===== src/rtl/rfp_pkg.sv =====
`timescale 1ns / 1ps
// ----------------------------------------------------------------------------
// rfp_pkg
// Shared types and constants of the first-fit rectangle placer.
// ----------------------------------------------------------------------------
package rfp_pkg;

  localparam int DEF_MAX_CANVAS_WIDTH  = 64;
  localparam int DEF_MAX_CANVAS_HEIGHT = 64;

  // width of every size and register field
  localparam int DIM_W = 7;
  // width of the reported position fields
  localparam int POS_W = 6;

  localparam logic OP_PLACE = 1'b0;
  localparam logic OP_CLEAR = 1'b1;

  localparam int REG_IDX_W = 1;
  localparam logic [REG_IDX_W-1:0] REG_CANVAS_WIDTH  = 1'b0;
  localparam logic [REG_IDX_W-1:0] REG_CANVAS_HEIGHT = 1'b1;

  typedef struct packed {
    logic wr_en;
    logic clr;
  } map_ctl_t;

  typedef struct packed {
    logic             found;
    logic [POS_W-1:0] pos_x;
    logic [POS_W-1:0] pos_y;
  } result_t;

endpackage


===== src/rtl/rfp_map.sv =====
`timescale 1ns / 1ps
// ----------------------------------------------------------------------------
// rfp_map
// Occupancy map: one row of bits per canvas row, registered read port,
// one write port, per-row valid bits so a clear empties the map at once.
// ----------------------------------------------------------------------------
module rfp_map #(
  parameter int MAX_W = rfp_pkg::DEF_MAX_CANVAS_WIDTH,
  parameter int MAX_H = rfp_pkg::DEF_MAX_CANVAS_HEIGHT
) (
  input  logic                     clk,
  input  logic                     rst,
  input  rfp_pkg::map_ctl_t        ctl,
  input  logic [$clog2(MAX_H)-1:0] rd_addr,
  input  logic [$clog2(MAX_H)-1:0] wr_addr,
  input  logic [MAX_W-1:0]         wr_data,
  output logic [MAX_W-1:0]         rd_row
);

  logic [MAX_W-1:0] mem [MAX_H];
  logic [MAX_H-1:0] row_valid;
  logic [MAX_W-1:0] rd_raw;
  logic             rd_vld;

  always_ff @(posedge clk) begin
    if (ctl.wr_en) begin
      mem[wr_addr] <= wr_data;
    end
    rd_raw <= mem[rd_addr];
  end

  always_ff @(posedge clk) begin
    rd_vld <= row_valid[rd_addr];
    if (rst) begin
      row_valid <= '0;
    end else if (ctl.clr) begin
      row_valid <= '0;
    end else if (ctl.wr_en) begin
      row_valid[wr_addr] <= 1'b1;
    end
  end

  // a row never written since the last clear reads as empty
  assign rd_row = rd_vld ? rd_raw : '0;

endmodule


===== config.mk =====
export PLATFORM = sky130hd
export DESIGN_NAME = rfp_map
export DESIGN_NICKNAME = d
export VERILOG_FILES = /design/src/rtl/rfp_pkg.sv /design/src/rtl/rfp_map.sv
export SDC_FILE = /design/constraint.sdc
export NUM_CORES = 2
export LEC_CHECK = 0
export BUFFER_PORTS_ARGS = -buffer_cell sky130_fd_sc_hd__buf_2
export CAP_MARGIN = 20
export CORE_UTILIZATION = 57
export CTS_CLUSTER_SIZE = 12
export DETAILED_ROUTE_END_ITERATION = 7
export GPL_ROUTABILITY_DRIVEN = 0
export GPL_TIMING_DRIVEN = 1
export PLACE_DENSITY = 0.77
export RECOVER_POWER = 100
export SETUP_SLACK_MARGIN = 0.5
export SLEW_MARGIN = 40
export SYNTH_ARGS = -nofsm -noshare
export SYNTH_HDL_FRONTEND = slang
export SYNTH_SLANG_ARGS = --single-unit

===== constraint.sdc =====
create_clock -name clk -period 5.55 [get_ports clk]
set_input_delay 0.2775 -clock clk [delete_from_list [all_inputs] [get_ports clk]]
set_output_delay 0.2775 -clock clk [all_outputs]
set_load 0.02 [all_outputs]

---- Word-level counts from Yosys, hierarchy flattened ----
Memory sizes are Yosys's and may differ from the RTL's. A register that Yosys moved wholly into a read port is not among the register bits.
Cells that the tools add are included.
word-level totals
  register bits after elaboration ......... 65
  RAM bits ................................ 4096
  input port bits ......................... 80
  output and inout bits ................... 64
  logic and storage cells ................. 16
  memories ................................ 1
cells by class
  magnitude comparators ................... 3
  mux-type cells .......................... 7
  bitwise logic cells ..................... 1
  reduce and logical (&&, ||, !) cells .... 2
memories
  name  words  bits a word  read ports  clocked after Yosys merged registers in  wr ports  RTL line       text
  mem   64     64           1           1                                        1         rfp_map.sv:20  logic [MAX_W-1:0] mem [MAX_H];
operators by type and width
  cell                                                                                  count
  64-bit two-way mux                                                                    1
  64-bit OR                                                                             1
  6-bit by 7-bit < comparator with 1-bit output (second input constant)                 2
  1-bit binary-select mux with 6-bit select                                             1
  1-bit demux with 6-bit select                                                         1
  6-bit by 1-bit greater-or-equal comparator with 1-bit output (second input constant)  1
  1-bit two-way mux                                                                     4
  2-bit OR reduction                                                                    1
  1-bit logical AND                                                                     1

---- Longest topological paths before layout ----
  word-level depth ........................ 5
  mapped depth ............................ 10
  depth with buffers taken out ............ 5

---- Least setup slack after synthesis ----
Ideal clock, no wire load.
  path kind ............................... input to register
  start point ............................. input ctl[1] (netlist name)
  end point ............................... memory mem[40][0] (netlist name), enable pin
  setup time .............................. 0.567 ns
  arrival time ............................ 5.157 ns
  required time ........................... 4.983 ns
  path slack .............................. -0.174 ns
  cell stages on the path ................. 3
  path buffers ............................ 0
  cells stage by stage .................... nor2b_1 -> nand3_1 -> nor3_1
on the way
  cells in the longest elaborated chain, start to end .. 2
RTL lines
  item                                     RTL line       text
  from (decl)                              rfp_map.sv:13  input rfp_pkg::map_ctl_t ctl,
  1-bit two-way mux                        rfp_map.sv:26  if (ctl.wr_en) begin
  1-bit two-way mux (implied by the code)  rfp_map.sv:27  mem[wr_addr] <= wr_data;
  to (decl)                                rfp_map.sv:20
Every way passes these cells.

---- Final worst setup path ----
  start point ............................. input wr_addr[4]
  end point ............................... memory mem[54][51] (netlist name), enable pin
RTL lines
  item         RTL line       text
  from (decl)  rfp_map.sv:15  input logic [$clog2(MAX_H)-1:0] wr_addr,
No word-level cell before the write port.

==> impl_metrics.ini <==
[status]
status = finished, violations left
violations = max-capacitance violations, max-slew violations

[drt]
post_drt_wl_per_cell_microns = 40.1
ant_nets = 0
met2_length_mm = 212
finalWirelength_mm = 456
drt_iter0_drc = 13710
route.met3.wl_mm = 66.6
drc = 0
avgViaCountPerCell = 7.22
top_layer_used = met5
wl_met1_mm = 145
via_count = 82125
first_pass_iters = 8

[timing]
maxSlewHeadroom_pct = -228
tightestPinTransition_ps = 4910
period_needed_ps = 4560
finalCritPeriodShare_pct = 82.2
setup_violations = 0
grt_setup_unrepaired = false
finClkSkew_ps = 75.3
fmax_ghz = 0.219
hold_viol = 0
fin_setup_tns_ps = 0
whs_ps = 83.9
setup_ws_ps = 990
slew_viol_final = 7031

[layout]
fin_area_sq_mm = 0.177
num-nets-final = 7404
layout-drive-gt1-share_pct = 23.6
stdcell_count = 11371
area_growth_pct = 11.9

[clock_network]
clock_sinks = 4225
clk_pin_slew_ps = 60
clock_tree.buffer_depth = 4
cts_tree = done
cts-root-buf = clkbuf_16
htreeDepth = 5
insertion_delay_ps = 990
cts_buffers = 417
cts_setup_buffers = 0

[die]
chipWidth_microns = 529
start_util_pct = 57.3
design.core.area_sq_mm = 0.276
rows = 193
io_pins = 144
dieHeight_microns = 529
die-area_sq_mm = 0.280

[placement]
pre_cts_slack_ps = 1710
placed_cells = 10543
port_buffers = 143
dp_hpwl_mm = 233
placed_cell_area_sq_mm = 0.166

[critical_path]
arrival_ps = 4950
endpoint_kind = flop
path_max_fanout = 43
crit_path_start_kind = primary input
required_ps = 5940
crit_type = primary input to flop
cpPeakStageDelay_ps = 3450
crit_chain = clkbuf_1, nor2b_1, nand4_1, nor2_4, clkbuf_1
r2r_setup_slack_ps = 3340
cpMaxStageDelayCell = clkbuf_1
timing.critical_path.mode_cell = clkbuf_1

[synth]
synth_top_area_share_pct = 77.7
synthCells = 6831
synth_edf_count = 4096
syn-mean-instance-area_sq_um = 23.2
synthArstFlopShare_pct = 0
synth_top_area_cell = edfxtp_1
yosysWarnings = 0
synth_flop_cell = edfxtp_1
synthTopCellsByArea = edfxtp_1, mux4_2, dfxtp_1
yosysMostFrequentCell = edfxtp_1
synth_area_sq_mm = 0.158
synth_common_cells = edfxtp_1, mux4_2, o22ai_1
yosysSeqAreaShare_pct = 79.3
synth_seq_cells = 4225
synth_cell_types = 36
syn_nets = 6911

[global_route]
grtUsageTotal_pct = 32.7
grt_max_degree = 119
antenna_found_initial = 38
first_global_vias = 82422
grt_overflow = 0
grt_first_pass_wirelength_mm = 631

[worst_hold_path]
hp-class = primary input to flop

[power_and_ir_drop]
ir_worst_vdd_uv = 294
total_leakage_power_nw = 54.6
p_per_area_mw_per_mm2 = 368

[run]
drv_cap = 163
[sequential cells by signal, summed over array words and instances (netlist names)]
| signal | cells |
|---|---|
| rd_raw | 64 |
| rd_vld | 1 |
| row_valid | 64 |
| mem | 4096 |
[layout by cell type, fill, tap and decap left out, types with 7 or more instances in the layout]
master | Yosys | routed
nand2b_4 | 0 | 7
a22oi_1 | 40 | 40
nand2_1 | 23 | 16
o21ai_0 | 29 | 29
nor2b_1 | 40 | 38
buf_2 | 111 | 55
clkinv_1 | 0 | 14
edfxtp_1 | 4096 | 4096
and2_0 | 1 | 48
nor2_1 | 73 | 57
mux4_2 | 999 | 999
clkbuf_16 | 0 | 423
o22ai_1 | 376 | 376
nor2_4 | 0 | 16
nand3_1 | 22 | 21
dfxtp_1 | 129 | 129
nor4_1 | 57 | 54
a211oi_1 | 60 | 60
a31oi_1 | 8 | 8
o21a_1 | 117 | 117
buf_4 | 61 | 82
mux2i_1 | 92 | 92
clkbuf_2 | 0 | 15
buf_6 | 21 | 20
clkinv_2 | 0 | 17
mux2_2 | 52 | 52
bufinv_16 | 0 | 8
dlygate4sd3_1 | 0 | 64
and2_1 | 66 | 19
clkbuf_1 | 165 | 422
o221ai_1 | 64 | 64
diode_2 | 0 | 25
inv_6 | 0 | 7
clkbuf_8 | 0 | 27
o21ai_1 | 29 | 29
buf_12 | 0 | 35
a21oi_1 | 16 | 16
[routing by layer]
metal | vias up | GRT usage (%)
li1 | 30392 | -
met1 | 42337 | 42.2
met2 | 7676 | 50.3
met3 | 1700 | 8.31
met4 | 20 | 20.1
met5 | - | 0
[power breakdown]
group          internal, W  switching, W
logic              0.00112       0.00202
clock network       0.0149        0.0117
registers           0.0353      0.000201
total               0.0513        0.0139
[cell families (layout without fill, tap and decap cells)]
family	Yosys count	after routing	synth area share, %
buffers and inverters	397	1207	1.27
other	0	25	0
multiplexers	1143	1143	15.2
flip-flops	4225	4225	79.3
AO/OA/AOI/OAI	749	749	3.19
AND/OR/NAND/NOR	317	317	1.08
[path summary, 6_finish.rpt]
check / start / end / depth (start not counted)
hold / removal: wr_addr[1] / mem[47][20] / 3
setup / recovery: wr_addr[4] / mem[54][51] / 5
setup reg to reg: mem[7][45] / rd_raw[45] / 5
hold reg to reg: row_valid[2] / row_valid[2] / 1
[worst max-delay path: cells and delay by family]
family                 cells  cell delay, ps
buffers and inverters      2            3670
and+or+nand+nor            3             930
[metrics by stage]
step | utilization (%) | total power (W)
6_report | 64.1 | 0.0653
2_1_floorplan | - | 0.0377
3_5_place_dp | 59.9 | 0.0392
5_1_grt | 64.1 | 0.0665
3_3_place_gp | 59.5 | 0.0390
4_1_cts | 64.6 | 0.0652
[timing repair]
item | CTS | global route
endpoints found under the hold margin | 2379 | 1536
gates resized for setup | 0 | 0
hold buffers | 40 | 24
endpoints found under the setup margin | 0 | 0
[final cells by class]
cell class,instances,area [sq um]
multi-input combinational,2209,31100
clock inverter,60,759
antenna,25,62.6
tap,3705,4640
clock buffer,676,11800
fill,17033,99200
sequential,4225,126000
timing repair buffer,471,3350
No activity file was read; power rests on OpenSTA's default activity.
