[src/rtl/rfp_pkg.sv]
`timescale 1ns / 1ps
// ----------------------------------------------------------------------------
// rfp_pkg
// Shared types and constants of the first-fit rectangle placer.
// ----------------------------------------------------------------------------
package rfp_pkg;

  localparam int DEF_MAX_CANVAS_WIDTH  = 64;
  localparam int DEF_MAX_CANVAS_HEIGHT = 64;

  // width of every size and register field
  localparam int DIM_W = 7;
  // width of the reported position fields
  localparam int POS_W = 6;

  localparam logic OP_PLACE = 1'b0;
  localparam logic OP_CLEAR = 1'b1;

  localparam int REG_IDX_W = 1;
  localparam logic [REG_IDX_W-1:0] REG_CANVAS_WIDTH  = 1'b0;
  localparam logic [REG_IDX_W-1:0] REG_CANVAS_HEIGHT = 1'b1;

  typedef struct packed {
    logic wr_en;
    logic clr;
  } map_ctl_t;

  typedef struct packed {
    logic             found;
    logic [POS_W-1:0] pos_x;
    logic [POS_W-1:0] pos_y;
  } result_t;

endpackage

[src/rtl/rfp_search.sv]
`timescale 1ns / 1ps
// ----------------------------------------------------------------------------
// rfp_search
// Sequencer of the first-fit search: walks columns, streams rows through one
// masked-compare unit while counting free runs, then marks the found area.
// ----------------------------------------------------------------------------
module rfp_search #(
  parameter int MAX_W = rfp_pkg::DEF_MAX_CANVAS_WIDTH,
  parameter int MAX_H = rfp_pkg::DEF_MAX_CANVAS_HEIGHT
) (
  input  logic                       clk,
  input  logic                       rst,
  input  logic                       req_valid,
  input  logic                       req_op,
  input  logic [rfp_pkg::DIM_W-1:0]  req_w,
  input  logic [rfp_pkg::DIM_W-1:0]  req_h,
  input  logic [rfp_pkg::DIM_W-1:0]  cw,
  input  logic [rfp_pkg::DIM_W-1:0]  ch,
  input  logic [MAX_W-1:0]           map_row,
  input  logic                       res_take,
  output logic                       busy,
  output rfp_pkg::map_ctl_t          map_ctl,
  output logic [$clog2(MAX_H)-1:0]   map_rd_addr,
  output logic [$clog2(MAX_H)-1:0]   map_wr_addr,
  output logic [MAX_W-1:0]           map_wr_data,
  output logic                       res_valid,
  output rfp_pkg::result_t           res
);

  localparam int DW = rfp_pkg::DIM_W;
  localparam int YW = $clog2(MAX_H);

  typedef enum logic [2:0] {
    ST_IDLE,
    ST_SCAN,
    ST_MARK_RD,
    ST_MARK_WR,
    ST_DONE
  } state_t;

  state_t           state;
  logic [DW-1:0]    x;
  logic [DW-1:0]    y_rd;
  logic             iss;
  logic             ev;
  logic [DW-1:0]    ev_y;
  logic [DW-1:0]    run;
  logic [DW-1:0]    mrow;
  logic [DW-1:0]    pos_y_r;
  logic [DW-1:0]    w_r;
  logic [DW-1:0]    h_r;
  logic [DW-1:0]    cw_r;
  logic [DW-1:0]    ch_r;
  logic [MAX_W-1:0] mask;
  logic             found_r;

  logic [MAX_W:0]   ones_ext;
  logic             hit;
  logic [DW-1:0]    run_inc;
  logic [DW-1:0]    ch_last;
  logic [DW-1:0]    mark_last;
  logic [DW:0]      x_end;
  logic             last_x;
  logic             bad_size;

  assign ones_ext  = ((MAX_W + 1)'(1) << req_w) - (MAX_W + 1)'(1);
  // shared unit: one masked row compare per cycle
  assign hit       = |(map_row & mask);
  assign run_inc   = run + DW'(1);
  assign ch_last   = ch_r - DW'(1);
  assign mark_last = pos_y_r + h_r - DW'(1);
  assign x_end     = {1'b0, x} + {1'b0, w_r};
  assign last_x    = (x_end == {1'b0, cw_r});
  assign bad_size  = (req_w == '0) || (req_h == '0) || (req_w > cw) || (req_h > ch);

  assign busy        = (state != ST_IDLE);
  assign map_rd_addr = (state == ST_MARK_RD) ? YW'(mrow) : YW'(y_rd);
  assign map_wr_addr = YW'(mrow);
  assign map_wr_data = map_row | mask;
  assign map_ctl.wr_en = (state == ST_MARK_WR);
  assign map_ctl.clr   = (state == ST_IDLE) && req_valid && (req_op == rfp_pkg::OP_CLEAR);

  assign res_valid   = (state == ST_DONE);
  assign res.found   = found_r;
  assign res.pos_x   = found_r ? rfp_pkg::POS_W'(x) : '0;
  assign res.pos_y   = found_r ? rfp_pkg::POS_W'(pos_y_r) : '0;

  always_ff @(posedge clk) begin
    if (rst) begin
      state <= ST_IDLE;
      iss   <= 1'b0;
      ev    <= 1'b0;
    end else begin
      unique case (state)
        ST_IDLE: begin
          if (req_valid) begin
            found_r <= 1'b0;
            if (req_op == rfp_pkg::OP_CLEAR || bad_size) begin
              state <= ST_DONE;
            end else begin
              state <= ST_SCAN;
              w_r   <= req_w;
              h_r   <= req_h;
              cw_r  <= cw;
              ch_r  <= ch;
              x     <= '0;
              y_rd  <= '0;
              iss   <= 1'b1;
              ev    <= 1'b0;
              run   <= '0;
              mask  <= ones_ext[MAX_W-1:0];
            end
          end
        end
        ST_SCAN: begin
          if (iss) begin
            if (y_rd == ch_last) begin
              iss <= 1'b0;
            end else begin
              y_rd <= y_rd + DW'(1);
            end
          end
          ev   <= iss;
          ev_y <= y_rd;
          if (ev) begin
            if (!hit && run_inc == h_r) begin
              // free run of h rows ends here
              state   <= ST_MARK_RD;
              mrow    <= ev_y - h_r + DW'(1);
              pos_y_r <= ev_y - h_r + DW'(1);
              iss     <= 1'b0;
              ev      <= 1'b0;
            end else begin
              run <= hit ? '0 : run_inc;
              if (ev_y == ch_last) begin
                if (last_x) begin
                  state <= ST_DONE;
                end else begin
                  x    <= x + DW'(1);
                  mask <= mask << 1;
                  y_rd <= '0;
                  iss  <= 1'b1;
                  ev   <= 1'b0;
                  run  <= '0;
                end
              end
            end
          end
        end
        ST_MARK_RD: begin
          state <= ST_MARK_WR;
        end
        ST_MARK_WR: begin
          if (mrow == mark_last) begin
            state   <= ST_DONE;
            found_r <= 1'b1;
          end else begin
            mrow  <= mrow + DW'(1);
            state <= ST_MARK_RD;
          end
        end
        ST_DONE: begin
          if (res_take) begin
            state <= ST_IDLE;
          end
        end
        default: begin
          state <= ST_IDLE;
        end
      endcase
    end
  end

  // column walk never runs past the last fitting corner
  a_x_in_canvas: assert property (@(posedge clk) disable iff (rst)
    (state == ST_SCAN) |-> (x_end <= {1'b0, cw_r}))
    else $error("column scan beyond canvas");

  // a run reaching the height always ends the column scan
  a_run_below_h: assert property (@(posedge clk) disable iff (rst)
    (state == ST_SCAN) |-> (run < h_r))
    else $error("free run count reached rectangle height");

  // every row write is preceded by its read
  a_rmw_order: assert property (@(posedge clk) disable iff (rst)
    (state == ST_MARK_WR) |-> ($past(state) == ST_MARK_RD))
    else $error("row write without preceding read");

  // a reported area does not reach past the canvas bottom
  a_found_inside: assert property (@(posedge clk) disable iff (rst)
    (state == ST_DONE && found_r) |->
      (({1'b0, pos_y_r} + {1'b0, h_r}) <= {1'b0, ch_r}))
    else $error("placed area below canvas bottom");

endmodule

[config.mk]
export PLATFORM = sky130hd
export DESIGN_NAME = rfp_search
export DESIGN_NICKNAME = d
export VERILOG_FILES = /design/src/rtl/rfp_pkg.sv /design/src/rtl/rfp_search.sv
export SDC_FILE = /design/constraint.sdc
export NUM_CORES = 1
export LEC_CHECK = 0
export ABC_AREA = 1
export BUFFER_PORTS_ARGS = -buffer_cell sky130_fd_sc_hd__buf_2
export CORE_MARGIN = 4
export CORE_UTILIZATION = 45
export CTS_CLUSTER_DIAMETER = 80
export CTS_CLUSTER_SIZE = 8
export DETAILED_ROUTE_END_ITERATION = 12
export PLACE_DENSITY = 0.76
export SYNTH_ARGS = -nofsm -noshare
export SYNTH_HDL_FRONTEND = slang
export SYNTH_SLANG_ARGS = --single-unit
[constraint.sdc]
create_clock -name clk -period 15.49 [get_ports clk]
set_input_delay 3.098 -clock clk [delete_from_list [all_inputs] [get_ports clk]]
set_output_delay 3.098 -clock clk [all_outputs]
set_load 0.05 [all_outputs]
[After elaboration in Yosys (flattened, before gate mapping)]
Index checks and enable logic that the tools add are counted.
W data, S select, Z words.
Word-level totals
  register bits after elaboration: 140
  bits of input ports: 97
  output and inout port bits: 93
  word-level logic and storage cells: 142
Cells by class
  add/subtract/negate cells: 11
  magnitude comparators: 2
  equality and inequality tests: 21
  shift-type cells: 1
  mux-type cells: 62
  bitwise gates (word level): 4
  reduce and logical (&&, ||, !) cells: 26
Operators with widths (number)
  $mux W64: 6
  $mux W7: 20
  $pmux W64 S2: 1
  $and A64 B64 Y64: 1
  $or A64 B64 Y64: 1
  $reduce_or A64 Y1: 1
  $shl A1 B7 Y64 const A: 1
  $sub A64 B2 Y64 const B: 1
  $pmux W7 S2: 4
  $add A7 B1 Y7 const B: 5
  $eq A7 B7 Y1: 4
  $mux W3: 8
  $mux W6: 3
  $ne A2 B2 Y1 const B: 9
  $mux W1: 16
  $reduce_and A4 Y1: 4
  $pmux W3 S5: 1
  $gt A7 B7 Y1: 2
  $logic_not A7 Y1: 2
  $sub A7 B1 Y7 const B: 2
  $reduce_and A5 Y1: 2
  $add A7 B7 Y8: 1
  $eq A8 B7 Y1: 1
  $reduce_and A8 Y1: 1
  18 further kinds: 30

[Depth between registers and ports, before layout]
Gate-level depths: netlist (run 1).
  depth in word-level cells: 9
  depth in mapped cells: 19
  gate-level depth less buffers: 19

[Least setup slack after synthesis (run 1)]
OpenSTA, ideal clock, no wires.
  path type: input-to-reg
  start: in cw[2] (netlist name)
  end: reg mask[0] (enable)
  data arrival time: 7.172 ns
  data required time: 14.990 ns
  path slack: 7.817 ns
  cell stages on the path: 10
  buffers on the path: 0
  cell sequence: inv_1 ha_1 a21oi_1 o21ai_0 and3_1 o22ai_1 nand4_1 nand2_1 nand2_1 nor2_1
Between the ends
  cells in the longest elaborated chain, start to end: 6
Ends and longest elaborated chain
  start, declared: line rfp_search.sv:17  | input logic [rfp_pkg::DIM_W-1:0] cw,
  $gt A7 B7 Y1: line rfp_search.sv:74  | assign bad_size = (req_w == '0) || (req_h == '0) || (req_w > cw) || (req_h > ch);
  $logic_or A1 B1 Y1 (2 in series): line rfp_search.sv:74
  $logic_or A1 B1 Y1: line rfp_search.sv:98  | if (req_op == rfp_pkg::OP_CLEAR || bad_size) begin
  $ne A2 B2 Y1 (no source line)
  $reduce_and A8 Y1 (no source line)
  end signal, assigned: line rfp_search.sv:111  | mask <= ones_ext[MAX_W-1:0];
  end signal, assigned: line rfp_search.sv:140  | mask <= mask << 1;
  end, declared: line rfp_search.sv:54  | logic [MAX_W-1:0] mask;
Every way passes these cells.
A chain may end at the register's enable or synchronous reset.

==> report_table.html, run 1 <==
<table>
<tr><th>Metric</th><th>Value</th></tr>
<tr><th colspan="2">Timing</th></tr>
<tr><td>Setup ws final</td><td>between 8 and 9 ns</td></tr>
<tr><td>Time the worst path needs with I/O delays and setup</td><td>between 6 and 7 ns</td></tr>
<tr><td>Final number of setup-violating endpoints</td><td>0</td></tr>
<tr><td>Final hold slack</td><td>0.540 ns</td></tr>
<tr><td>Highest attainable clock frequency</td><td>~0.15 GHz</td></tr>
<tr><td>Number of pins exceeding their max-slew limit in the final report</td><td>0</td></tr>
<tr><td>Worst Tran Pin Value</td><td>roughly 1.1 ns</td></tr>
<tr><td>Post-route clock skew</td><td>0.0197 ns</td></tr>
<tr><td>Period Utilization, post-route</td><td>~44%</td></tr>
<tr><td>Slew Limit Headroom</td><td>around a quarter</td></tr>
<tr><td>Unrepaired setup endpoints after global routing</td><td>no</td></tr>
<tr><td>Fin Setup TNS</td><td>0 ns</td></tr>
<tr><td>Final hold viol count</td><td>0</td></tr>
<tr><th colspan="2">Cells and area</th></tr>
<tr><td>Filler Cells Inserted</td><td>~2400</td></tr>
<tr><td>Area added between synthesis and finish</td><td>15.6%</td></tr>
<tr><td>Layout cell share with drive strength beyond 1</td><td>a little over a fifth</td></tr>
<tr><td>Most common cell after layout, fill and taps aside</td><td>nand2_1</td></tr>
<tr><td>N_diodes</td><td>0</td></tr>
<tr><td>FF/Latch Area</td><td>about 0.0042 mm2</td></tr>
<tr><td>Area of the multi-input gates</td><td>0.00621 mm2</td></tr>
<tr><td>Highest-count cells in the layout ignoring fill and taps</td><td>nand2_1, buf_2, nor2_1</td></tr>
<tr><td>Utilization after layout</td><td>53.4%</td></tr>
<tr><td>Post-layout net count</td><td>1911</td></tr>
<tr><th colspan="2">Placed design</th></tr>
<tr><td>HPWL after DPL</td><td>26.4 mm</td></tr>
<tr><td>Worst setup slack after placement</td><td>8.63 ns</td></tr>
<tr><td>RD Place Congestion</td><td>roughly 0.97</td></tr>
<tr><td>Count of input and output buffers</td><td>189</td></tr>
<tr><th colspan="2">Clock network</th></tr>
<tr><td>Clock tree root driver cell</td><td>clkbuf_16</td></tr>
<tr><td>Post-CTS Repair Setup Buffers</td><td>0</td></tr>
<tr><td>Clock sinks</td><td>140</td></tr>
<tr><td>Maximum count of clock buffers along a single path</td><td>2</td></tr>
<tr><td>H-tree lvl count</td><td>4</td></tr>
<tr><td>Count of hold buffers inserted by post-cts repair</td><td>0</td></tr>
<tr><td>CTS buffer count</td><td>17</td></tr>
<tr><td>Count of cells resized by post-cts repair</td><td>0</td></tr>
<tr><td>TritonCTS clock tree</td><td>yes</td></tr>
<tr><td>Clock latency of the later-clocked register in the worst-skew pair</td><td>0.44 ns</td></tr>
<tr><td>Clock transition at the registers of the reported paths</td><td>roughly 0.06 ns</td></tr>
<tr><th colspan="2">GRT</th></tr>
<tr><td>Pin count of the biggest net entering global routing</td><td>a little over 90</td></tr>
<tr><td>First-pass GRT wire length</td><td>roughly 52 mm</td></tr>
<tr><td>Number of antenna violations at the first check in global routing</td><td>0</td></tr>
<tr><td>Met3 global-route usage</td><td>about 2.9%</td></tr>
<tr><td>Congestion Overflow GR</td><td>0</td></tr>
<tr><td>Via count of the first global-routing pass</td><td>10100</td></tr>
<tr><td>Busiest metal layer after global routing</td><td>met2</td></tr>
<tr><td>Total global routing track utilization</td><td>23.4%</td></tr>
<tr><td>Fraction of met1 tracks used by global routing</td><td>approximately a third</td></tr>
<tr><td>GR Layer Usage met2</td><td>between 30% and 40%</td></tr>
<tr><th colspan="2">Routing</th></tr>
<tr><td>Via-to-Cell Ratio</td><td>between 5 and 6</td></tr>
<tr><td>Post-route ant nets</td><td>0</td></tr>
<tr><td>First drt pass iteration count</td><td>6</td></tr>
<tr><td>First-iteration detailed-routing DRC count</td><td>978</td></tr>
<tr><td>Residual DRC count</td><td>0</td></tr>
<tr><td>Detailed Route WL</td><td>around 33 mm</td></tr>
<tr><td>Routed vias</td><td>roughly 11000</td></tr>
<tr><td>Average detailed-routed wire length per instance</td><td>between 15 and 20 um</td></tr>
<tr><th colspan="2">Worst setup path</th></tr>
<tr><td>Cell chain of the critical path</td><td>buf_2 &gt; inv_1 &gt; nor2_1 &gt; inv_1 &gt; nor2_1 &gt; buf_2</td></tr>
<tr><td>Critical Path Sink Type</td><td>primary output</td></tr>
<tr><td>Worst-path maximum fanout</td><td>2</td></tr>
<tr><td>Data arrival time of the worst path</td><td>about 3.8 ns</td></tr>
<tr><td>Critical Setup Path Class</td><td>in2out</td></tr>
<tr><td>Crit path launch type</td><td>input pin</td></tr>
<tr><td>Delay contributed by the slowest stage of the critical path</td><td>~0.26 ns</td></tr>
<tr><td>Slowest cell on the critical path</td><td>buf_2</td></tr>
<tr><td>Worst EP required</td><td>between 10 and 15 ns</td></tr>
<tr><th colspan="2">Synth</th></tr>
<tr><td>Mean instance size in the synthesized netlist</td><td>~7.1 um2</td></tr>
<tr><td>Synth top area share</td><td>~36%</td></tr>
<tr><td>Post-synthesis instance area</td><td>between 0.01 and 0.015 mm2</td></tr>
<tr><td>Number of register bits inferred by synthesis</td><td>140</td></tr>
<tr><td>Mapped Cells</td><td>1588</td></tr>
<tr><td>Prevailing post-synth register cell</td><td>edfxtp_1</td></tr>
<tr><td>Post-synthesis net count</td><td>1737</td></tr>
<tr><td>Largest area contributor in the netlist</td><td>edfxtp_1</td></tr>
<tr><td>Synth area leaders</td><td>edfxtp_1, nand2_1, nor2_1</td></tr>
<tr><td>Share of flip-flops with an asynchronous set or reset after synthesis</td><td>0%</td></tr>
<tr><td>Sequential element share of the synthesized area</td><td>a little over a third</td></tr>
<tr><td>Number of different library cells in the post-synthesis netlist</td><td>49</td></tr>
<tr><td>Number of flops mapped to enable cells by yosys</td><td>135</td></tr>
<tr><td>Total number of yosys warnings</td><td>0</td></tr>
<tr><th colspan="2">Run</th></tr>
<tr><td>Max Cap Violations</td><td>0</td></tr>
<tr><th colspan="2">Die</th></tr>
<tr><td>Die boundary width</td><td>about 170 um</td></tr>
<tr><td>Effective utilization at floorplan</td><td>a little under half</td></tr>
<tr><td>Vertical die dimension</td><td>roughly 170 um</td></tr>
<tr><td>Area of the placeable core</td><td>approximately 0.025 mm2</td></tr>
<tr><td>Number of top-level pins</td><td>between 150 and 200</td></tr>
<tr><td># rows</td><td>57</td></tr>
<tr><td>Die Area</td><td>between 0.02 and 0.03 mm2</td></tr>
<tr><th colspan="2">Power and ir drop</th></tr>
<tr><td>Power per cell area</td><td>about 110 mW/mm2</td></tr>
<tr><td>Reported leakage power</td><td>between 6 and 7 nW</td></tr>
<tr><td>Max IR drop VDD</td><td>about 0.057 mV</td></tr>
<tr><th colspan="2">Min path</th></tr>
<tr><td>Type of the worst min-delay path</td><td>reg2reg</td></tr>
<tr><th colspan="2">Run status</th></tr>
<tr><td>Status</td><td>finished clean</td></tr>
</table>
-- cell families after synthesis --
kind of cell               after synthesis  share of synthesized area (%)
and+or+nand+nor                       1011                           40.0
buffers and inverters                  238                           8.71
DFF                                    140                           36.6
AOI/OAI and AO/OA                       97                           4.65
adders and majority gates               52                           5.94
xor gates and xnor gates                50                           4.12
-- through the flow --
stage | instances | instance area (um2) | power (mW)
global placement | 2067 | 12500 | 1.03
CTS | 2099 | 13100 | 1.47
finish | 2099 | 13100 | 1.46
detailed placement | 2067 | 12500 | 1.05
floorplan | 1588 | 11300 | 0.913
global route | 2099 | 13100 | 1.55
-- worst paths after layout --
path | from | slack (ns) | endpoint | cells after the start
worst min-delay path | ev$_SDFFE_PP0P_ | 0.54 | ev$_SDFFE_PP0P_ | 2
worst max register to register | state[2]$_SDFFE_PP0P_ | 11.83 | mask[18]$_DFFE_PP_ | 10
worst min register to register | ev$_SDFFE_PP0P_ | 0.54 | ev$_SDFFE_PP0P_ | 2
worst max-delay path | req_valid | 8.61 | map_ctl[0] | 6
-- power breakdown --
group | total, mW | internal [mW] | switching, mW
sequential | 0.544 | 0.496 | 0.0479
combinational | 0.496 | 0.147 | 0.350
clock | 0.424 | 0.231 | 0.193
total | 1.46 | 0.873 | 0.591
-- Yosys cell counts, types with 22 or more instances --
cell and n:
xor2_1 30, ha_1 49, o21ai_0 48, nand4_1 31, nand2_1 522, nand3_1 113
a21oi_1 25, nor2_1 186, or2_2 68, edfxtp_1 135, nor3_1 22, inv_1 178
-- worst max-delay path, delay by kind of cell --
| kind | cells | cell delay [ns] |
|---|---|---|
| AND/OR/NAND/NOR | 2 | 0.22 |
| buffers and inverters | 4 | 0.46 |
-- registers in the layout, summed over array words and instances (netlist names) --
name / flops
ev: 1
run: 7
ev_y: 7
mask: 64
x: 7
cw_r: 7
iss: 1
w_r: 7
pos_y_r: 7
state: 3
mrow: 7
ch_r: 7
found_r: 1
h_r: 7
y_rd: 7
-- layer usage --
layer  vias up  wire length, um
met5         -                0
met2       402            15300
met4         0              340
met3        25             2270
li1       5472                -
met1      5032            15300
-- final cells by class --
| cell class | count | area share [%] |
|---|---|---|
| clock buffer | 17 | 3.25 |
| sequential | 140 | 31.7 |
| timing repair buffer | 192 | 7.39 |
| multi-input combinational | 1210 | 47.4 |
| clock inverter | 15 | 1.34 |
| tap | 324 | 3.09 |
| inverter | 201 | 5.81 |
Power figures use the tool's default switching activity.
==> run 2, diff against run 1 <==
--- a/config.mk
+++ b/config.mk
@@ -12,7 +12,7 @@
 export CTS_CLUSTER_DIAMETER = 80
 export CTS_CLUSTER_SIZE = 8
 export DETAILED_ROUTE_END_ITERATION = 12
-export PLACE_DENSITY = 0.76
+export PLACE_DENSITY = 0.79
 export SYNTH_ARGS = -nofsm -noshare
 export SYNTH_HDL_FRONTEND = slang
 export SYNTH_SLANG_ARGS = --single-unit
==> constraint.sdc (replaced) <==
create_clock -name clk -period 6.18 [get_ports clk]
set_input_delay 1.236 -clock clk [delete_from_list [all_inputs] [get_ports clk]]
set_output_delay 1.236 -clock clk [all_outputs]
set_load 0.05 [all_outputs]
==> run 2 against run 1 <==
Power grew 150%. Core utilization is essentially flat. Clock skew shrank 0.0078 ns. Flip-flop and latch count is the same. Die area is the same. Combinational power grew to 2.5 times the previous value. Hold slack lost 0.0092 ns. Register-to-register slack lost 9.3 ns. Non-clock buffer count grew 4. Sequential power grew to 2.5 times the previous value. Largest power group unchanged.
==> report_table.html, run 2 (synthesis gave the netlist of run 1 again) <==
<table>
<tr><th>Metric</th><th>Value</th></tr>
<tr><th colspan="2">Worst setup path</th></tr>
<tr><td>Setup slack of the worst register-to-register path</td><td>2.57 ns (-9.26 ns)</td></tr>
<tr><td>Beginning of the worst register-to-register path</td><td>h_r[1]$_DFFE_PP_</td></tr>
<tr><td>Delay contributed by the slowest stage of the critical path</td><td>0.74 ns (+0.48 ns)</td></tr>
<tr><td>Crit path launch type</td><td>input pin</td></tr>
<tr><td>Worst-path maximum fanout</td><td>71 (+69)</td></tr>
<tr><td>Cell chain of the critical path</td><td>buf_2 &gt; ha_1 &gt; a21oi_1 &gt; o21ai_0 &gt; and3_1 &gt; o22ai_1 &gt; nand4_1 &gt; nand2_1 &gt; nand2_1 &gt; nor2_4 &gt; buf_4</td></tr>
<tr><td>Crit path top cell by count</td><td>nand2_1</td></tr>
<tr><td>Worst r2r path cells</td><td>14 (+4)</td></tr>
<tr><td>Worst EP required</td><td>6.24 ns (-6.15 ns)</td></tr>
<tr><td>Data arrival time of the worst path</td><td>4.02 ns (+0.24 ns)</td></tr>
<tr><td>Slowest cell on the critical path</td><td>buf_4</td></tr>
<tr><td>Crit. Startpoint</td><td>req_w[2]</td></tr>
<tr><td>Reg2Reg Capture Point</td><td>mrow[3]$_DFFE_PP_</td></tr>
<tr><td>Critical Path Sink Type</td><td>flip-flop</td></tr>
<tr><td>Critical Setup Path Class</td><td>in2reg</td></tr>
<tr><th colspan="2">Clock network</th></tr>
<tr><td>CTS buffer count</td><td>17 (unchanged)</td></tr>
<tr><td>Count of cells resized by post-cts repair</td><td>0 (unchanged)</td></tr>
<tr><td>H-tree lvl count</td><td>4 (unchanged)</td></tr>
<tr><td>Clock latency of the later-clocked register in the worst-skew pair</td><td>0.44 ns (about the same)</td></tr>
<tr><td>TritonCTS clock tree</td><td>yes</td></tr>
<tr><td>Post-CTS Repair Setup Buffers</td><td>0 (unchanged)</td></tr>
<tr><td>Count of hold buffers inserted by post-cts repair</td><td>0 (unchanged)</td></tr>
<tr><td>Clock tree root driver cell</td><td>clkbuf_16</td></tr>
<tr><td>Clock transition at the registers of the reported paths</td><td>0.07 ns (about the same)</td></tr>
<tr><td>Clock sinks</td><td>140 (unchanged)</td></tr>
<tr><td>Maximum count of clock buffers along a single path</td><td>2 (unchanged)</td></tr>
<tr><th colspan="2">Timing</th></tr>
<tr><td>Slew Limit Headroom</td><td>23.3% (-1.2 points)</td></tr>
<tr><td>Fin Setup TNS</td><td>0 ns (unchanged)</td></tr>
<tr><td>Worst Tran Pin Value</td><td>1.14 ns (+0.0179 ns)</td></tr>
<tr><td>Setup ws final</td><td>2.22 ns (-6.39 ns)</td></tr>
<tr><td>Highest attainable clock frequency</td><td>~0.25 GHz</td></tr>
<tr><td>Period Utilization, post-route</td><td>between 60 and 70%</td></tr>
<tr><td>Final hold slack</td><td>0.531 ns (-0.00917 ns)</td></tr>
<tr><td>Final number of setup-violating endpoints</td><td>0 (unchanged)</td></tr>
<tr><td>Unrepaired setup endpoints after global routing</td><td>no</td></tr>
<tr><td>Number of pins exceeding their max-slew limit in the final report</td><td>0 (unchanged)</td></tr>
<tr><td>Final hold viol count</td><td>0 (unchanged)</td></tr>
<tr><td>Post-route clock skew</td><td>0.0119 ns (-0.00780 ns)</td></tr>
<tr><td>Time the worst path needs with I/O delays and setup</td><td>3.96 ns</td></tr>
<tr><th colspan="2">Die</th></tr>
<tr><td>Number of top-level pins</td><td>190 (unchanged)</td></tr>
<tr><td>Area of the placeable core</td><td>0.0245 mm2 (unchanged)</td></tr>
<tr><td>Die Area</td><td>0.0278 mm2 (unchanged)</td></tr>
<tr><td>Effective utilization at floorplan</td><td>46.2% (unchanged)</td></tr>
<tr><td>Die boundary width</td><td>167 um (unchanged)</td></tr>
<tr><td>Vertical die dimension</td><td>167 um (unchanged)</td></tr>
<tr><td># rows</td><td>57 (unchanged)</td></tr>
<tr><th colspan="2">Routing</th></tr>
<tr><td>First-iteration detailed-routing DRC count</td><td>1077 (+10%)</td></tr>
<tr><td>Routed vias</td><td>11000 (+0.72%)</td></tr>
<tr><td>Average detailed-routed wire length per instance</td><td>16.3 um (+2.9%)</td></tr>
<tr><td>Residual DRC count</td><td>0 (unchanged)</td></tr>
<tr><td>Post-route ant nets</td><td>0 (unchanged)</td></tr>
<tr><td>First drt pass iteration count</td><td>8 (+2)</td></tr>
<tr><td>Via-to-Cell Ratio</td><td>5.24 (+0.53%)</td></tr>
<tr><td>Detailed Route WL</td><td>34.2 mm (+3.1%)</td></tr>
<tr><th colspan="2">Cells and area</th></tr>
<tr><td>Post-layout net count</td><td>1915 (+0.21%)</td></tr>
<tr><td>Area added between synthesis and finish</td><td>15.7% (about the same)</td></tr>
<tr><td>Area of all placed cells without fillers</td><td>0.0131 mm2 (about the same)</td></tr>
<tr><td>Max reg flops</td><td>64 (unchanged)</td></tr>
<tr><td>Layout cell share with drive strength beyond 1</td><td>21.0% (+0.12 points)</td></tr>
<tr><td>Top register by number of flip-flops</td><td>mask</td></tr>
<tr><td>Utilization after layout</td><td>53.4% (about the same)</td></tr>
<tr><td>N_diodes</td><td>0 (unchanged)</td></tr>
<tr><td>Highest-count cells in the layout ignoring fill and taps</td><td>nand2_1, buf_2, nor2_1</td></tr>
<tr><td>Non-filler instance count after layout</td><td>2103 (+0.19%)</td></tr>
<tr><td>Most common cell after layout, fill and taps aside</td><td>nand2_1</td></tr>
<tr><th colspan="2">Run status</th></tr>
<tr><td>Status</td><td>finished clean</td></tr>
<tr><th colspan="2">GRT</th></tr>
<tr><td>Via count of the first global-routing pass</td><td>10600 (+5.4%)</td></tr>
<tr><td>First-pass GRT wire length</td><td>54.8 mm (+4.4%)</td></tr>
<tr><td>Congestion Overflow GR</td><td>0 (unchanged)</td></tr>
<tr><td>Pin count of the biggest net entering global routing</td><td>91 (unchanged)</td></tr>
<tr><td>Number of antenna violations at the first check in global routing</td><td>0 (unchanged)</td></tr>
<tr><td>Total global routing track utilization</td><td>24.4% (+1.0 points)</td></tr>
<tr><th colspan="2">Power and ir drop</th></tr>
<tr><td>Psw</td><td>1.46 mW (+150%)</td></tr>
<tr><td>Combinational Power Share</td><td>34.4% (+0.5 points)</td></tr>
<tr><td>Fraction of power spent switching nets</td><td>40.2% (-0.19 points)</td></tr>
<tr><td>Power per cell area</td><td>278 mW/mm2 (+150%)</td></tr>
<tr><td>Internal</td><td>2.18 mW (+150%)</td></tr>
<tr><td>Part of the power in the clock network</td><td>28.2% (-0.8 points)</td></tr>
<tr><td>Sequential cell fraction of total power</td><td>37.4% (+0.3 points)</td></tr>
<tr><td>Post-route total power</td><td>3.65 mW (+150%)</td></tr>
<tr><td>Max IR drop VDD</td><td>0.172 mV (+200%)</td></tr>
<tr><td>Reported leakage power</td><td>6.64 nW (+0.12%)</td></tr>
<tr><th colspan="2">Placed design</th></tr>
<tr><td>HPWL after DPL</td><td>27.3 mm (+3.3%)</td></tr>
<tr><td>Count of input and output buffers</td><td>189 (unchanged)</td></tr>
<tr><td>Worst setup slack after placement</td><td>1.85 ns (-6.78 ns)</td></tr>
<tr><td>Total instance count after detailed placement</td><td>2071 (+0.19%)</td></tr>
<tr><td>RD Place Congestion</td><td>0.982 (+1.4%)</td></tr>
<tr><td>Post-DP Area</td><td>0.0125 mm2 (+0.24%)</td></tr>
<tr><th colspan="2">Min path</th></tr>
<tr><td>Type of the worst min-delay path</td><td>reg2reg</td></tr>
<tr><td>Depth of the worst hold-timing path</td><td>2 (unchanged)</td></tr>
<tr><td>Startpoint of the worst hold path</td><td>ev$_SDFFE_PP0P_</td></tr>
<tr><td>Endpoint of the worst hold-timing path</td><td>ev$_SDFFE_PP0P_</td></tr>
<tr><th colspan="2">Run</th></tr>
<tr><td>Max Cap Violations</td><td>0 (unchanged)</td></tr>
</table>
[run 2: cell count changes in the layout (fill, tap and decap cells not counted), sizes merged]
cell | previous run | this run
clkinvlp | 2 | 3
buf | 192 | 196
clkinv | 4 | 3
[run 2: layout make-up]
cell class	instances	area, um2
timing repair buffer	196	998
inverter	201	762
sequential	140	4150
clock buffer	17	425
fill	2376	11400
tap	324	405
clock inverter	15	154
multi-input combinational	1210	6210
[run 2: routing by layer]
layer | wire length [um] | global-route usage, % | vias to the layer above
li1 | - | - | 5474
met1 | 15200 | 34.1 | 5023
met2 | 15700 | 39.2 | 469
met3 | 2660 | 4.10 | 44
met4 | 681 | 6.94 | 0
met5 | 0 | 0 | -
[run 2: worst max path at each step]
stage	to	slack, ns
final	mask[45]$_DFFE_PP_	2.22
after global placement	mask[45]$_DFFE_PP_	2.00
after global routing	mask[45]$_DFFE_PP_	2.08
after CTS	mask[58]$_DFFE_PP_	2.31
after floorplan	mask[0]$_SDFFCE_PP0P_	0.37
after detailed placement	mask[45]$_DFFE_PP_	1.85
[run 2: worst max-delay path: cells and delay by family]
kind	cells	cell delay, ns
AOI/OAI and AO/OA	3	0.60
adders and majority gates	1	0.32
buffers and inverters	2	1.01
and+or+nand+nor	5	0.81
[run 2: power groups by stage]
stage          sequential (mW)  combinational, mW  clock [mW]
2_1_floorplan             1.33              0.958           0
3_3_place_gp              1.38               1.22           0
3_5_place_dp              1.38               1.25           0
4_1_cts                   1.36               1.25        1.03
5_1_grt                   1.38               1.39        1.07
6_report                  1.37               1.25        1.03
==> run 3, diff against run 2 <==
--- a/config.mk
+++ b/config.mk
@@ -12,7 +12,7 @@
 export CTS_CLUSTER_DIAMETER = 80
 export CTS_CLUSTER_SIZE = 8
 export DETAILED_ROUTE_END_ITERATION = 12
-export PLACE_DENSITY = 0.79
+export PLACE_DENSITY = 0.76
 export SYNTH_ARGS = -nofsm -noshare
 export SYNTH_HDL_FRONTEND = slang
 export SYNTH_SLANG_ARGS = --single-unit
==> constraint.sdc (replaced) <==
create_clock -name clk -period 4.1 [get_ports clk]
set_input_delay 0.82 -clock clk [delete_from_list [all_inputs] [get_ports clk]]
set_output_delay 0.82 -clock clk [all_outputs]
set_load 0.05 [all_outputs]
==> run 3 against run 2 <==
Routed wire length down 1.7%. Global-route usage down 0.47 points. Core utilization down 0.066 points. Die area unchanged. Largest cell class unchanged. Largest power group unchanged.
==> report_table.html, run 3 (synthesis gave the netlist of run 1 again) <==
<table>
<tr><th>Metric</th><th>Value</th></tr>
<tr><th colspan="2">Run status</th></tr>
<tr><td>Status</td><td>finished clean</td></tr>
<tr><th colspan="2">Cells and area</th></tr>
<tr><td>Area of all placed cells without fillers</td><td>0.0131 mm2 (-0.12%)</td></tr>
<tr><td>Non-filler instance count after layout</td><td>2105 (+0.095%)</td></tr>
<tr><td>Post-layout net count</td><td>1917 (+0.10%)</td></tr>
<tr><td>Area added between synthesis and finish</td><td>15.5%</td></tr>
<tr><td>Most common cell after layout, fill and taps aside</td><td>nand2_1</td></tr>
<tr><td>Highest-count cells in the layout ignoring fill and taps</td><td>nand2_1, buf_2, nor2_1</td></tr>
<tr><td>N_diodes</td><td>0 (unchanged)</td></tr>
<tr><td>Layout cell share with drive strength beyond 1</td><td>21.1% (+0.089 points)</td></tr>
<tr><td>Max reg flops</td><td>64 (unchanged)</td></tr>
<tr><td>Filler Cells Inserted</td><td>2411 (+1.5%)</td></tr>
<tr><td>Top register by number of flip-flops</td><td>mask</td></tr>
<tr><th colspan="2">Clock network</th></tr>
<tr><td>Count of hold buffers inserted by post-cts repair</td><td>0 (unchanged)</td></tr>
<tr><td>CTS buffer count</td><td>17 (unchanged)</td></tr>
<tr><td>Count of cells resized by post-cts repair</td><td>0 (unchanged)</td></tr>
<tr><td>Clock transition at the registers of the reported paths</td><td>0.07 ns (about the same)</td></tr>
<tr><td>H-tree lvl count</td><td>4 (unchanged)</td></tr>
<tr><td>Maximum count of clock buffers along a single path</td><td>2 (unchanged)</td></tr>
<tr><td>TritonCTS clock tree</td><td>yes</td></tr>
<tr><td>Post-CTS Repair Setup Buffers</td><td>0 (unchanged)</td></tr>
<tr><td>Clock latency of the later-clocked register in the worst-skew pair</td><td>0.43 ns (about the same)</td></tr>
<tr><td>Clock tree root driver cell</td><td>clkbuf_16</td></tr>
<tr><td>Clock sinks</td><td>140 (unchanged)</td></tr>
<tr><th colspan="2">Worst setup path</th></tr>
<tr><td>Crit path top cell by count</td><td>nand2_1</td></tr>
<tr><td>Slowest cell on the critical path</td><td>edfxtp_1</td></tr>
<tr><td>Worst r2r path cells</td><td>14 (unchanged)</td></tr>
<tr><td>Cell chain of the critical path</td><td>ha_1 &gt; inv_1 &gt; fa_1 &gt; or2_2 &gt; nand3_1 &gt; nor2_1 &gt; nand2_1 &gt; nor2_1 &gt; nand4_1 &gt; nand2_1 &gt; nand2_1 &gt; nand2_2 &gt; nor2_4 &gt; buf_4</td></tr>
<tr><td>Crit. Startpoint</td><td>x[0]$_SDFFCE_PN0P_</td></tr>
<tr><td>Delay contributed by the slowest stage of the critical path</td><td>0.47 ns (-0.27 ns)</td></tr>
<tr><td>Data arrival time of the worst path</td><td>3.27 ns (-0.75 ns)</td></tr>
<tr><td>Reg2Reg Capture Point</td><td>mask[52]$_DFFE_PP_</td></tr>
<tr><td>Critical Path Sink Type</td><td>flip-flop</td></tr>
<tr><td>Crit path launch type</td><td>flip-flop</td></tr>
<tr><td>Worst-path maximum fanout</td><td>38 (-46%)</td></tr>
<tr><td>Beginning of the worst register-to-register path</td><td>x[0]$_SDFFCE_PN0P_</td></tr>
<tr><td>Critical Setup Path Class</td><td>reg2reg</td></tr>
<tr><td>Worst EP required</td><td>4.16 ns (-2.08 ns)</td></tr>
<tr><td>Setup slack of the worst register-to-register path</td><td>0.90 ns (-1.67 ns)</td></tr>
<tr><th colspan="2">Timing</th></tr>
<tr><td>Final hold viol count</td><td>0 (unchanged)</td></tr>
<tr><td>Unrepaired setup endpoints after global routing</td><td>no</td></tr>
<tr><td>Final hold slack</td><td>0.538 ns (+0.00640 ns)</td></tr>
<tr><td>Period Utilization, post-route</td><td>78.1%</td></tr>
<tr><td>Worst Tran Pin Value</td><td>1.01 ns (-0.134 ns)</td></tr>
<tr><td>Fin Setup TNS</td><td>0 ns (unchanged)</td></tr>
<tr><td>Time the worst path needs with I/O delays and setup</td><td>between 3 and 4 ns</td></tr>
<tr><td>Slew Limit Headroom</td><td>32.8% (+9.5 points)</td></tr>
<tr><td>Post-route clock skew</td><td>0.0150 ns (+0.00306 ns)</td></tr>
<tr><td>Highest attainable clock frequency</td><td>between 0.3 and 0.4 GHz</td></tr>
<tr><td>Final number of setup-violating endpoints</td><td>0 (unchanged)</td></tr>
<tr><td>Number of pins exceeding their max-slew limit in the final report</td><td>0 (unchanged)</td></tr>
<tr><th colspan="2">Die</th></tr>
<tr><td>Effective utilization at floorplan</td><td>46.2% (unchanged)</td></tr>
<tr><td>Die Area</td><td>0.0278 mm2 (unchanged)</td></tr>
<tr><td># rows</td><td>57 (unchanged)</td></tr>
<tr><td>Die boundary width</td><td>167 um (unchanged)</td></tr>
<tr><td>Area of the placeable core</td><td>0.0245 mm2 (unchanged)</td></tr>
<tr><td>Number of top-level pins</td><td>190 (unchanged)</td></tr>
<tr><td>Vertical die dimension</td><td>167 um (unchanged)</td></tr>
<tr><th colspan="2">GRT</th></tr>
<tr><td>Total global routing track utilization</td><td>23.9% (-0.47 points)</td></tr>
<tr><td>Number of antenna violations at the first check in global routing</td><td>0 (unchanged)</td></tr>
<tr><td>Pin count of the biggest net entering global routing</td><td>90 (-1.1%)</td></tr>
<tr><td>Via count of the first global-routing pass</td><td>10600 (+0.028%)</td></tr>
<tr><td>First-pass GRT wire length</td><td>53.8 mm (-1.7%)</td></tr>
<tr><td>Congestion Overflow GR</td><td>0 (unchanged)</td></tr>
<tr><th colspan="2">Min path</th></tr>
<tr><td>Depth of the worst hold-timing path</td><td>0 (-2)</td></tr>
<tr><td>Endpoint of the worst hold-timing path</td><td>ev_y[6]$_DFFE_PP_</td></tr>
<tr><td>Startpoint of the worst hold path</td><td>y_rd[6]$_SDFFCE_PN0P_</td></tr>
<tr><td>Type of the worst min-delay path</td><td>reg2reg</td></tr>
<tr><th colspan="2">Placed design</th></tr>
<tr><td>Total instance count after detailed placement</td><td>2073 (+0.097%)</td></tr>
<tr><td>Count of input and output buffers</td><td>189 (unchanged)</td></tr>
<tr><td>RD Place Congestion</td><td>1.05 (+7.0%)</td></tr>
<tr><td>Post-DP Area</td><td>0.0125 mm2 (+0.12%)</td></tr>
<tr><td>HPWL after DPL</td><td>27.2 mm (-0.33%)</td></tr>
<tr><th colspan="2">Routing</th></tr>
<tr><td>Detailed Route WL</td><td>33.7 mm (-1.7%)</td></tr>
<tr><td>First-iteration detailed-routing DRC count</td><td>970 (-9.9%)</td></tr>
<tr><td>Post-route ant nets</td><td>0 (unchanged)</td></tr>
<tr><td>First drt pass iteration count</td><td>5 (-3)</td></tr>
<tr><td>Average detailed-routed wire length per instance</td><td>16.0 um (-1.7%)</td></tr>
<tr><td>Via-to-Cell Ratio</td><td>5.26 (+0.51%)</td></tr>
<tr><td>Routed vias</td><td>11100 (+0.61%)</td></tr>
<tr><td>Residual DRC count</td><td>0 (unchanged)</td></tr>
<tr><th colspan="2">Power and ir drop</th></tr>
<tr><td>Max IR drop VDD</td><td>0.234 mV (+36%)</td></tr>
<tr><td>Reported leakage power</td><td>6.64 nW (about the same)</td></tr>
<tr><td>Power per cell area</td><td>412 mW/mm2 (+48%)</td></tr>
<tr><th colspan="2">Run</th></tr>
<tr><td>Max Cap Violations</td><td>0 (unchanged)</td></tr>
</table>
==> run 3: cell types whose count changed in the layout (fill, tap and decap cells not counted), sizes merged <==
cell    before  now
buf        196  198
clkbuf      17   19
bufinv       1    0
clkinv       3    2
==> run 3: final cells by class <==
class / count / area, um2 / area share [%]
clock buffer: 19 / 443 / 3.38
clock inverter: 13 / 105 / 0.803
inverter: 201 / 762 / 5.82
multi-input combinational: 1210 / 6210 / 47.4
sequential: 140 / 4150 / 31.7
tap: 324 / 405 / 3.10
timing repair buffer: 198 / 1010 / 7.74
==> run 3: power breakdown <==
part           total (mW)  switching [mW]  internal, mW  leakage (nW)
Clock                1.46           0.654         0.804         0.264
Sequential           2.06           0.184          1.87          1.25
Combinational        1.88            1.32         0.563          5.12
==> run 3: worst max-delay path: cells and delay by family, from the launching register on <==
family	cells	cell delay (ns)
and+or+nand+nor	10	1.16
buffers and inverters	2	0.49
DFF	1	0.47
adders and majority gates	2	0.69
==> run 3: metal layers <==
metal	global-route usage [%]	wire (um)
met5	0	0
met4	7.08	772
met3	4.22	2690
met2	38.6	15300
met1	33.0	14900
==> run 3: stage by stage <==
step           util, %  total power, mW  setup slack, ns
4_1_cts           53.4             5.41            0.903
3_3_place_gp      51.1             3.92            0.672
3_5_place_dp      51.1             3.96            0.618
2_1_floorplan        -             3.45            0.666
5_1_grt           53.4             5.73            0.686
6_report          53.4             5.40            0.898
==> run 3: worst max path at each step <==
stage	end	cells after the start
2_1_floorplan	mask[0]$_SDFFCE_PP0P_	13
3_3_place_gp	mask[39]$_DFFE_PP_	11
3_5_place_dp	mask[48]$_DFFE_PP_	11
4_1_cts	mask[38]$_DFFE_PP_	14
5_1_grt	mask[38]$_DFFE_PP_	14
6_report	mask[52]$_DFFE_PP_	14
